File: src/sv/assert_macros.svh
// concurrent assertion helpers, compiled out for synthesis
`ifndef ASSERT_MACROS_SVH
`define ASSERT_MACROS_SVH
`ifndef SYNTHESIS
`define P2H_ASSERT(label, clk, rst, prop) \
  label: assert property (@(posedge clk) disable iff (rst) prop) \
    else $error("assertion failed");
`define P2H_ASSERT_ALWAYS(label, clk, prop) \
  label: assert property (@(posedge clk) prop) else $error("assertion failed");
`else
`define P2H_ASSERT(label, clk, rst, prop)
`define P2H_ASSERT_ALWAYS(label, clk, prop)
`endif
`endif

File: src/sv/p2h_round.sv
`timescale 1ns / 1ps
module p2h_round #(
  parameter int FRACTION_BITS = 16,
  parameter int IN_W = 33
) (
  input  logic signed [IN_W-1:0]          value,
  output logic signed [IN_W-FRACTION_BITS:0] rounded,
  output logic [FRACTION_BITS-1:0]        error
);

  localparam int MW = IN_W + 1;
  localparam int UW = IN_W - FRACTION_BITS + 1;

  logic                     neg;
  logic [MW-1:0]            mag;
  logic [FRACTION_BITS-1:0] frac;
  logic [UW-1:0]            up_mag;

  // half away from zero on the magnitude, error is distance to the chosen integer
  always_comb begin
    neg = value[IN_W-1];
    mag = neg ? -MW'(value) : MW'(value);
    frac = mag[FRACTION_BITS-1:0];
    up_mag = mag[MW-1:FRACTION_BITS] + UW'(frac[FRACTION_BITS-1]);
    rounded = neg ? -$signed(up_mag) : $signed(up_mag);
    error = frac[FRACTION_BITS-1] ? -frac : frac;
  end

endmodule

File: config.mk
export PLATFORM = sky130hd
export DESIGN_NAME = p2h_round
export DESIGN_NICKNAME = d
export VERILOG_FILES = /design/src/sv/assert_macros.svh /design/src/sv/p2h_round.sv
export SDC_FILE = /design/constraint.sdc
export NUM_CORES = 1
export LEC_CHECK = 0
export BUFFER_PORTS_ARGS = -buffer_cell sky130_fd_sc_hd__buf_2
export CAP_MARGIN = 10
export CORE_ASPECT_RATIO = 0.5
export CORE_MARGIN = 2
export CORE_UTILIZATION = 50
export DETAILED_ROUTE_END_ITERATION = 10
export GPL_ROUTABILITY_DRIVEN = 0
export GPL_TIMING_DRIVEN = 1
export PLACE_DENSITY = 0.8
export RECOVER_POWER = 25
export SLEW_MARGIN = 25
export SYNTH_ARGS = -nofsm -noshare
export SYNTH_HDL_FRONTEND = slang
export SYNTH_SLANG_ARGS = --single-unit
File: constraint.sdc
create_clock -name vclk -period 18.3
set_input_delay 3.66 -clock vclk [all_inputs]
set_output_delay 3.66 -clock vclk [all_outputs]
set_load 0.05 [all_outputs]
==> results of run 1 <==
[cells in the mapped netlist (4+ instances only)]
cell type  number  share of area
xnor2_1        45           0.17
nand2_1        33          0.054
nor2_1         26          0.043
xor2_1         26           0.10
o21ai_0        18          0.040
nor3_1         12          0.026
nand3_1        11          0.024
a31oi_1         7          0.019
clkbuf_1        7          0.012
inv_1           7          0.012
nand4_1         7          0.019
o31ai_1         7          0.023
nand3b_1        6          0.020
or3_1           6          0.017
ha_1            5          0.028
a21oi_1         4         0.0088
and2_1          4          0.011
and3_1          4          0.011
nand2b_1        4          0.011
o21ai_1         4         0.0088
[power groups by stage]
stage	clock network (W)	registers (W)	logic (W)
after floorplan	0	0	0.000100
final	0	0	0.000127
after CTS	0	0	0.000128
after detailed placement	0	0	0.000128
after global routing	0	0	0.000136
after global placement	0	0	0.000126
[cell families (layout without fill, tap and decap cells)]
kind of cell / count (synthesis) / in the layout / share of synthesized area
muxes: 3 / 3 / 0.01376
buffers and inverters: 20 / 75 / 0.03963
and+or+nand+nor: 144 / 144 / 0.3841
xor gates and xnor gates: 72 / 72 / 0.2807
AOI/OAI and AO/OA: 73 / 73 / 0.2543
adders and majority gates: 5 / 5 / 0.02752
[through the flow]
step,std cells,util
global placement,429,0.5988
finish,429,0.5945
floorplan,317,-
detailed placement,429,0.5988
CTS,429,0.5988
global route,429,0.5945
[layout by cell type (no fill, tap or decap), drive strengths merged, types with 7 or more instances in the layout]
master	instances
o21ai	24
nor3	14
inv	7
xnor2	45
or3	7
nand3	12
buf	62
a31oi	8
xor2	27
nor2	26
nand2	33
o31ai	10
nand3b	7
nand4	11
[routing by layer]
metal | track usage | vias up | routed length [um]
li1 | - | 1280 | -
met1 | 0.3237 | 1237 | 2822
met2 | 0.4189 | 79 | 2970
met3 | 0.01210 | 4 | 303
met4 | 0.04566 | 0 | 46
met5 | 0 | - | 0
[worst max-delay path by stage]
stage,cells past startpoint,to,start
after floorplan,21,rounded[13],value[32]
after global placement,20,rounded[15],value[6]
after detailed placement,20,rounded[11],value[2]
after CTS,20,rounded[11],value[6]
after global routing,20,rounded[16],value[2]
final,20,rounded[11],value[2]
[area by class of cell]
class,instances,area (um2),area share
multi-input cells,297,2172,0.8338
repair buffers,68,335.3,0.1287
well taps,57,71.32,0.02738
inverters,7,26.28,0.01009
==> qor.yml, run 1 <==
status: "complete, no violations"
rows: 17
p_comb_frac: 1.000
gr-total-overflow: 0
diodes: 0
die_x_um: 99.36
seq_area_frac_synth: 0
rsz0062_at_grt: "no"
power.density_nw_per_um2: 48.93
cts_resized: 0
postCtsSetupBuffers: 0
place.port_buffers: 67
min_to: "error[0]"
synth_area_um2: 2273
path_buf_inv: 3
final.clkbuf_count: 0
cap_violations: 0
leakagePower_nw: 0.9610
max_freq_ghz: 0.07841
start_util: 0.5188
p_int_w: 0.00003447
drtPass1Iterations: 5
holdPathStages: 2
grtUsageTotal: 0.2361
post-place-ws_ns: 5.923
tightest_slew_ns: 0.8441
maxSlewHeadroom: 0.4353
layout.nets: 412
drtAntennaViolNets: 0
p_sw_w: 0.00009300
num_vias: 2600
critical_path_arrival_ns: 9.09
syn_inst: 317
seq_power_share: 0
regArea_um2: 0
fin_setup_tns_ns: 0
period_share: 0.6969
avgViaCountPerCell: 6.061
seq_cells: 0
post-route-drc-count: 0
crit_required_ns: 14.64
synth_nets: 355
die_y_um: 51.68
finalInstanceArea_um2: 2605
cp-start-kind: "input pin"
worstPathCellList: "buf_2, nor3_1, nand4_1, o31ai_1, xor2_1, inv_1, ha_1, ha_1, nand3b_1, a31oi_1, a41oi_1, o211ai_1, and3_1, nand4_1, and3_2, or4b_4, nand2b_1, o21ai_1, xnor2_1, buf_2"
synth.avg_cell_area_um2: 7.172
io_pins: 67
setup_ws_ns: 5.547
routedWlPerCell_um: 14.32
grt_pass1_vias: 2302
antenna_found_initial: 0
grt_pass1_wl_um: 10400
drv_slew: 0
n_fill_cell: 412
holdWs_ns: 7.743
clock_power_share: 0
setup_viol: 0
final_hold_viol_count: 0
cp_max_fo: 12
wirelength_um: 6142
power.total_w: 0.0001275
min-delay-start: "value[0]"
worst_hold_path_type: "input pin to output port"
grt_max_degree: 68
finalCriticalPeriod_ns: 12.75
place_area_um2: 2624
slowest_stage: "xor2_1"
dpl.hpwl_um: 5059
core_area_um2: 4382
drtIter0Drc: 117
die_area_um2: 5135
ys_types: 67
netSwitchingFraction: 0.7295
critPathKind: "input pin to output port"
endpoint_kind: "output port"
irDropWorstVdd_uv: 30.49
slowest_delay_ns: 0.70
crit_family: "simple AND/OR/NAND/NOR gates"
cts_hold_buf: 0
drive_gt1_frac: 0.2581
ys_warn_count: 0
syn_to_final_growth_pct: 14.58
No activity file was read; power rests on OpenSTA's default activity.
==> run 2, diff against run 1 <==
==> constraint.sdc (replaced) <==
create_clock -name vclk -period 12.6
set_input_delay 2.52 -clock vclk [all_inputs]
set_output_delay 2.52 -clock vclk [all_outputs]
set_load 0.05 [all_outputs]
==> qor.yml, run 2 (same netlist as run 1, synthesis figures left out) <==
status: "complete, no violations"
rows: 17  # unchanged
core_area_um2: 4382  # unchanged
drtAntennaViolNets: 0  # unchanged
netSwitchingFraction: 0.7298  # about the same
syn_to_final_growth_pct: 14.58  # unchanged
holdWs_ns: 5.464  # -2.279 ns
cts_resized: 0  # unchanged
multi_input_area_um2: 2172  # unchanged
die_area_um2: 5135  # unchanged
irDropWorstVdd_uv: 42.37  # +39%
power.total_w: 0.0001851  # +45%
p_int_w: 0.00005003  # +45%
grtUsageMet1: 0.3181  # -0.005622
n_fill_cell: 416  # +0.97%
drtPass1Iterations: 4  # -1
endpoint_kind: "output port"
regArea_um2: 0  # unchanged
grt_max_degree: 68  # unchanged
gr-total-overflow: 0  # unchanged
fin_setup_tns_ns: 0  # unchanged
dpl.hpwl_um: 5054  # -0.10%
seq_cells: 0  # unchanged
cts_hold_buf: 0  # unchanged
grtUsageTotal: 0.2355  # -0.0005872
layout_commonest_cell: "buf_2"
post-route-drc-count: 0  # unchanged
layout.nets: 412  # unchanged
grt_pass1_vias: 2318  # +0.70%
p_sw_w: 0.0001351  # +45%
start_util: 0.5188  # unchanged
clock_power_share: 0  # unchanged
avgViaCountPerCell: 6.042  # -0.31%
drive_gt1_frac: 0.2581  # unchanged
routedWlPerCell_um: 14.30  # -0.13%
wirelength_um: 6134  # -0.13%
num_vias: 2592  # -0.31%
place.port_buffers: 67  # unchanged
maxSlewHeadroom: 0.4720  # +0.03666
cap_violations: 0  # unchanged
layout_common_cells: "buf_2, xnor2_1, nand2_1"
p_comb_frac: 1.000  # about the same
final.clkbuf_count: 0  # unchanged
tightest_slew_ns: 0.7893  # -0.05480 ns
final_hold_viol_count: 0  # unchanged
met3_usage: 0.01344  # +0.001344
cp-start-kind: "input pin"
leakagePower_nw: 0.9610  # unchanged
worstSetupEndpoint: "rounded[13]"
seq_power_share: 0  # unchanged
die_y_um: 51.68  # unchanged
cp-startpoint: "value[2]"
period_share: 0.8243
critPathKind: "input pin to output port"
die_x_um: 99.36  # unchanged
postCtsSetupBuffers: 0  # unchanged
grt_pass1_wl_um: 10400  # unchanged
drv_slew: 0  # unchanged
crit_required_ns: 10.08  # -4.56 ns
diodes: 0  # unchanged
grt_util_met2: 0.4234  # +0.004505
drtIter0Drc: 123  # +5.1%
dp.cells: 429  # unchanged
antenna_found_initial: 0  # unchanged
finalCriticalPeriod_ns: 10.39
io_pins: 67  # unchanged
setup_viol: 0  # unchanged
fin_util: 0.5945  # unchanged
worst_hold_path_type: "input pin to output port"
power.density_nw_per_um2: 71.06  # +45%
final_cells: 429  # unchanged
busiest_layer: "met2"
rsz0062_at_grt: "no"
cp_max_fo: 12  # unchanged
critical_path_arrival_ns: 7.87  # -1.22 ns
max_freq_ghz: 0.09628
run 2: cell counts in the layout (fill, tap and decap cells not counted):
Identical to the previous run, type by type.
run 2: how the worst min path moves through the flow:
stage | startpoint | endpoint | slack, ns | depth (start not counted)
after floorplan | value[0] | error[0] | 5.21 | 1
after global placement | value[0] | error[0] | 5.38 | 2
after detailed placement | value[0] | error[0] | 5.38 | 2
after CTS | value[0] | error[0] | 5.38 | 2
after global routing | value[0] | error[0] | 5.47 | 2
final | value[0] | error[0] | 5.46 | 2
run 2: stage by stage:
stage               worst slack, ns  instance area [um2]
finish                        2.214                 2605
global route                  1.632                 2605
CTS                           2.534                 2624
detailed placement            2.531                 2624
global placement              2.751                 2624
floorplan                     2.641                 2273
run 2: layout make-up:
type | count | area share
well taps | 57 | 0.02738
multi-input cells | 297 | 0.8338
repair buffers | 68 | 0.1287
inverters | 7 | 0.01009
run 2: power by group through the flow:
stage                     clock, W  combinational [W]  sequential, W
after floorplan                  0           0.000145              0
after global placement           0           0.000183              0
after detailed placement         0           0.000186              0
after CTS                        0           0.000186              0
after global routing             0           0.000198              0
final                            0           0.000185              0
run 2: critical path, stage by stage:
cell and delay, ns:
buf_2 0.15, nor3_1 0.50, nand4_1 0.39, o31ai_1 0.37, xor2_1 0.66, inv_1 0.27, ha_1 0.31, ha_1 0.25
nand3b_1 0.13, a31oi_1 0.05, a41oi_1 0.19, o211ai_1 0.23, and3_1 0.26, nand4_1 0.10, and3_2 0.22, or4b_4 0.50
nand4b_1 0.22, o211ai_2 0.11, xnor2_1 0.13, buf_2 0.28
run 2: per-layer routing:
metal  share of wire  wire length [um]  vias to the layer above
li1                -                 -                     1284
met1            0.47              2887                     1245
met2            0.48              2962                       61
met3           0.043               263                        2
met4          0.0034                21                        0
met5               0                 0                        -
==> run 3, diff against run 2 <==
--- a/config.mk
+++ b/config.mk
@@ -13,7 +13,7 @@
 export DETAILED_ROUTE_END_ITERATION = 10
 export GPL_ROUTABILITY_DRIVEN = 0
 export GPL_TIMING_DRIVEN = 1
-export PLACE_DENSITY = 0.8
+export PLACE_DENSITY = 0.83
 export RECOVER_POWER = 25
 export SLEW_MARGIN = 25
 export SYNTH_ARGS = -nofsm -noshare
==> constraint.sdc (replaced) <==
create_clock -name vclk -period 8.4
set_input_delay 1.68 -clock vclk [all_inputs]
set_output_delay 1.68 -clock vclk [all_outputs]
set_load 0.05 [all_outputs]
==> qor.yml, run 3 (same netlist as run 1, synthesis figures left out) <==
finalCriticalPeriod_ns: 7.845
max_freq_ghz: 0.1275
antenna_found_initial: 0  # unchanged
post-route-drc-count: 0  # unchanged
critical_path_arrival_ns: 6.17  # -1.70 ns
grt_max_degree: 50  # -26%
final_hold_viol_count: 0  # unchanged
tightest_slew_ns: 0.6359  # -0.1534 ns
start_util: 0.5188  # unchanged
status: "complete, no violations"
drtAntennaViolNets: 0  # unchanged
min-delay-start: "value[0]"
grt_pass1_wl_um: 10030  # -3.6%
cp-start-kind: "input pin"
wirelength_um: 6005  # -2.1%
die_y_um: 51.68  # unchanged
n_fill_cell: 431  # +3.6%
maxSlewHeadroom: 0.5730  # +0.1010
routedWlPerCell_um: 13.97  # -2.3%
regArea_um2: 0  # unchanged
layout.nets: 413  # +0.24%
setup_ws_ns: 0.5547  # -1.659 ns
path_buf_inv: 3  # unchanged
dpl.hpwl_um: 4911  # -2.8%
post-place-ws_ns: 0.6221  # -1.909 ns
irDropWorstVdd_uv: 61.36  # +45%
diodes: 0  # unchanged
endpoint_kind: "output port"
syn_to_final_growth_pct: 15.41
multi_input_area_um2: 2183  # +0.52%
layout_commonest_cell: "buf_2"
place.port_buffers: 67  # unchanged
rows: 17  # unchanged
critPathKind: "input pin to output port"
slowest_delay_ns: 0.41  # -0.25 ns
postCtsSetupBuffers: 0  # unchanged
setup_viol: 0  # unchanged
io_pins: 67  # unchanged
layout_common_cells: "buf_2, xnor2_1, nand2_1"
worst_hold_path_type: "input pin to output port"
rsz0062_at_grt: "no"
core_area_um2: 4382  # unchanged
drive_gt1_frac: 0.2654  # +0.007351
gr-total-overflow: 0  # unchanged
die_area_um2: 5135  # unchanged
num_vias: 2577  # -0.58%
final.clkbuf_count: 0  # unchanged
die_x_um: 99.36  # unchanged
power.density_nw_per_um2: 105.8  # +49%
crit_required_ns: 6.72  # -3.36 ns
slowest_stage: "nor3_1"
grtUsageTotal: 0.2265  # -0.009007
period_share: 0.9340
fin_setup_tns_ns: 0  # unchanged
crit_family: "simple AND/OR/NAND/NOR gates"
leakagePower_nw: 0.9752  # +1.5%
worstPathCellList: "buf_2, nor3_2, nand4_2, o31ai_1, xor2_1, inv_1, ha_1, ha_1, nand3b_1, a31oi_1, a41oi_1, o211ai_1, nand3_1, nor3_1, nand4_1, o211ai_4, nand4_1, o21ai_1, xnor2_1, buf_2"
seq_cells: 0  # unchanged
holdPathStages: 2  # unchanged
cp_max_fo: 7  # -5
cts_resized: 0  # unchanged
cts_hold_buf: 0  # unchanged
drtPass1Iterations: 4  # unchanged
min_to: "error[0]"
avgViaCountPerCell: 5.993  # -0.81%
grt_pass1_vias: 2328  # +0.43%
cap_violations: 0  # unchanged
cp-startpoint: "value[2]"
drtIter0Drc: 125  # +1.6%
drv_slew: 0  # unchanged
-- run 3: changes by cell type in the layout (fill, tap and decap cells not counted) --
| cell | previous run | this run |
|---|---|---|
| nand4_1 | 8 | 7 |
| buf_4 | 1 | 2 |
| nand4_2 | 2 | 3 |
| nor3_2 | 1 | 2 |
| nor3_1 | 13 | 12 |
-- run 3: worst max path at each step --
stage,slack [ns],cells after the start,endpoint
after global placement,0.83,20,rounded[15]
after floorplan,0.12,21,rounded[13]
after CTS,0.61,20,rounded[11]
after detailed placement,0.62,20,rounded[11]
after global routing,0.17,20,rounded[16]
final,0.55,20,rounded[16]
-- run 3: metrics by stage --
stage	cells	utilization	instance area (um2)	hold WS (ns)	power (W)
global placement	430	0.6005	2631	3.698	0.0002745
finish	430	0.5988	2624	3.783	0.0002775
global route	430	0.5988	2624	3.795	0.0002955
detailed placement	430	0.6005	2631	3.701	0.0002777
CTS	430	0.6005	2631	3.701	0.0002786
floorplan	317	-	2273	3.527	0.0002181
-- run 3: power breakdown --
group          switching (W)  internal, W  leakage [nW]
sequential                 0            0             0
clock                      0            0             0
combinational       0.000202    0.0000756         0.975
total               0.000202    0.0000756         0.975
-- run 3: metal layers --
| layer | up-vias | wire (um) | global-route usage | share of wire |
|---|---|---|---|---|
| met5 | - | 0 | 0 | 0 |
| met4 | 0 | 21 | 0.03425 | 0.0035 |
| met3 | 4 | 272 | 0.008065 | 0.045 |
| met2 | 81 | 2902 | 0.4167 | 0.48 |
| met1 | 1214 | 2809 | 0.3053 | 0.47 |
| li1 | 1278 | - | - | - |
-- run 3: area by class of cell --
class                           count  share of cell area
Inverter                            7             0.01001
Multi-Input combinational cell    297              0.8321
Tap cell                           57             0.02718
Timing Repair Buffer               69              0.1307
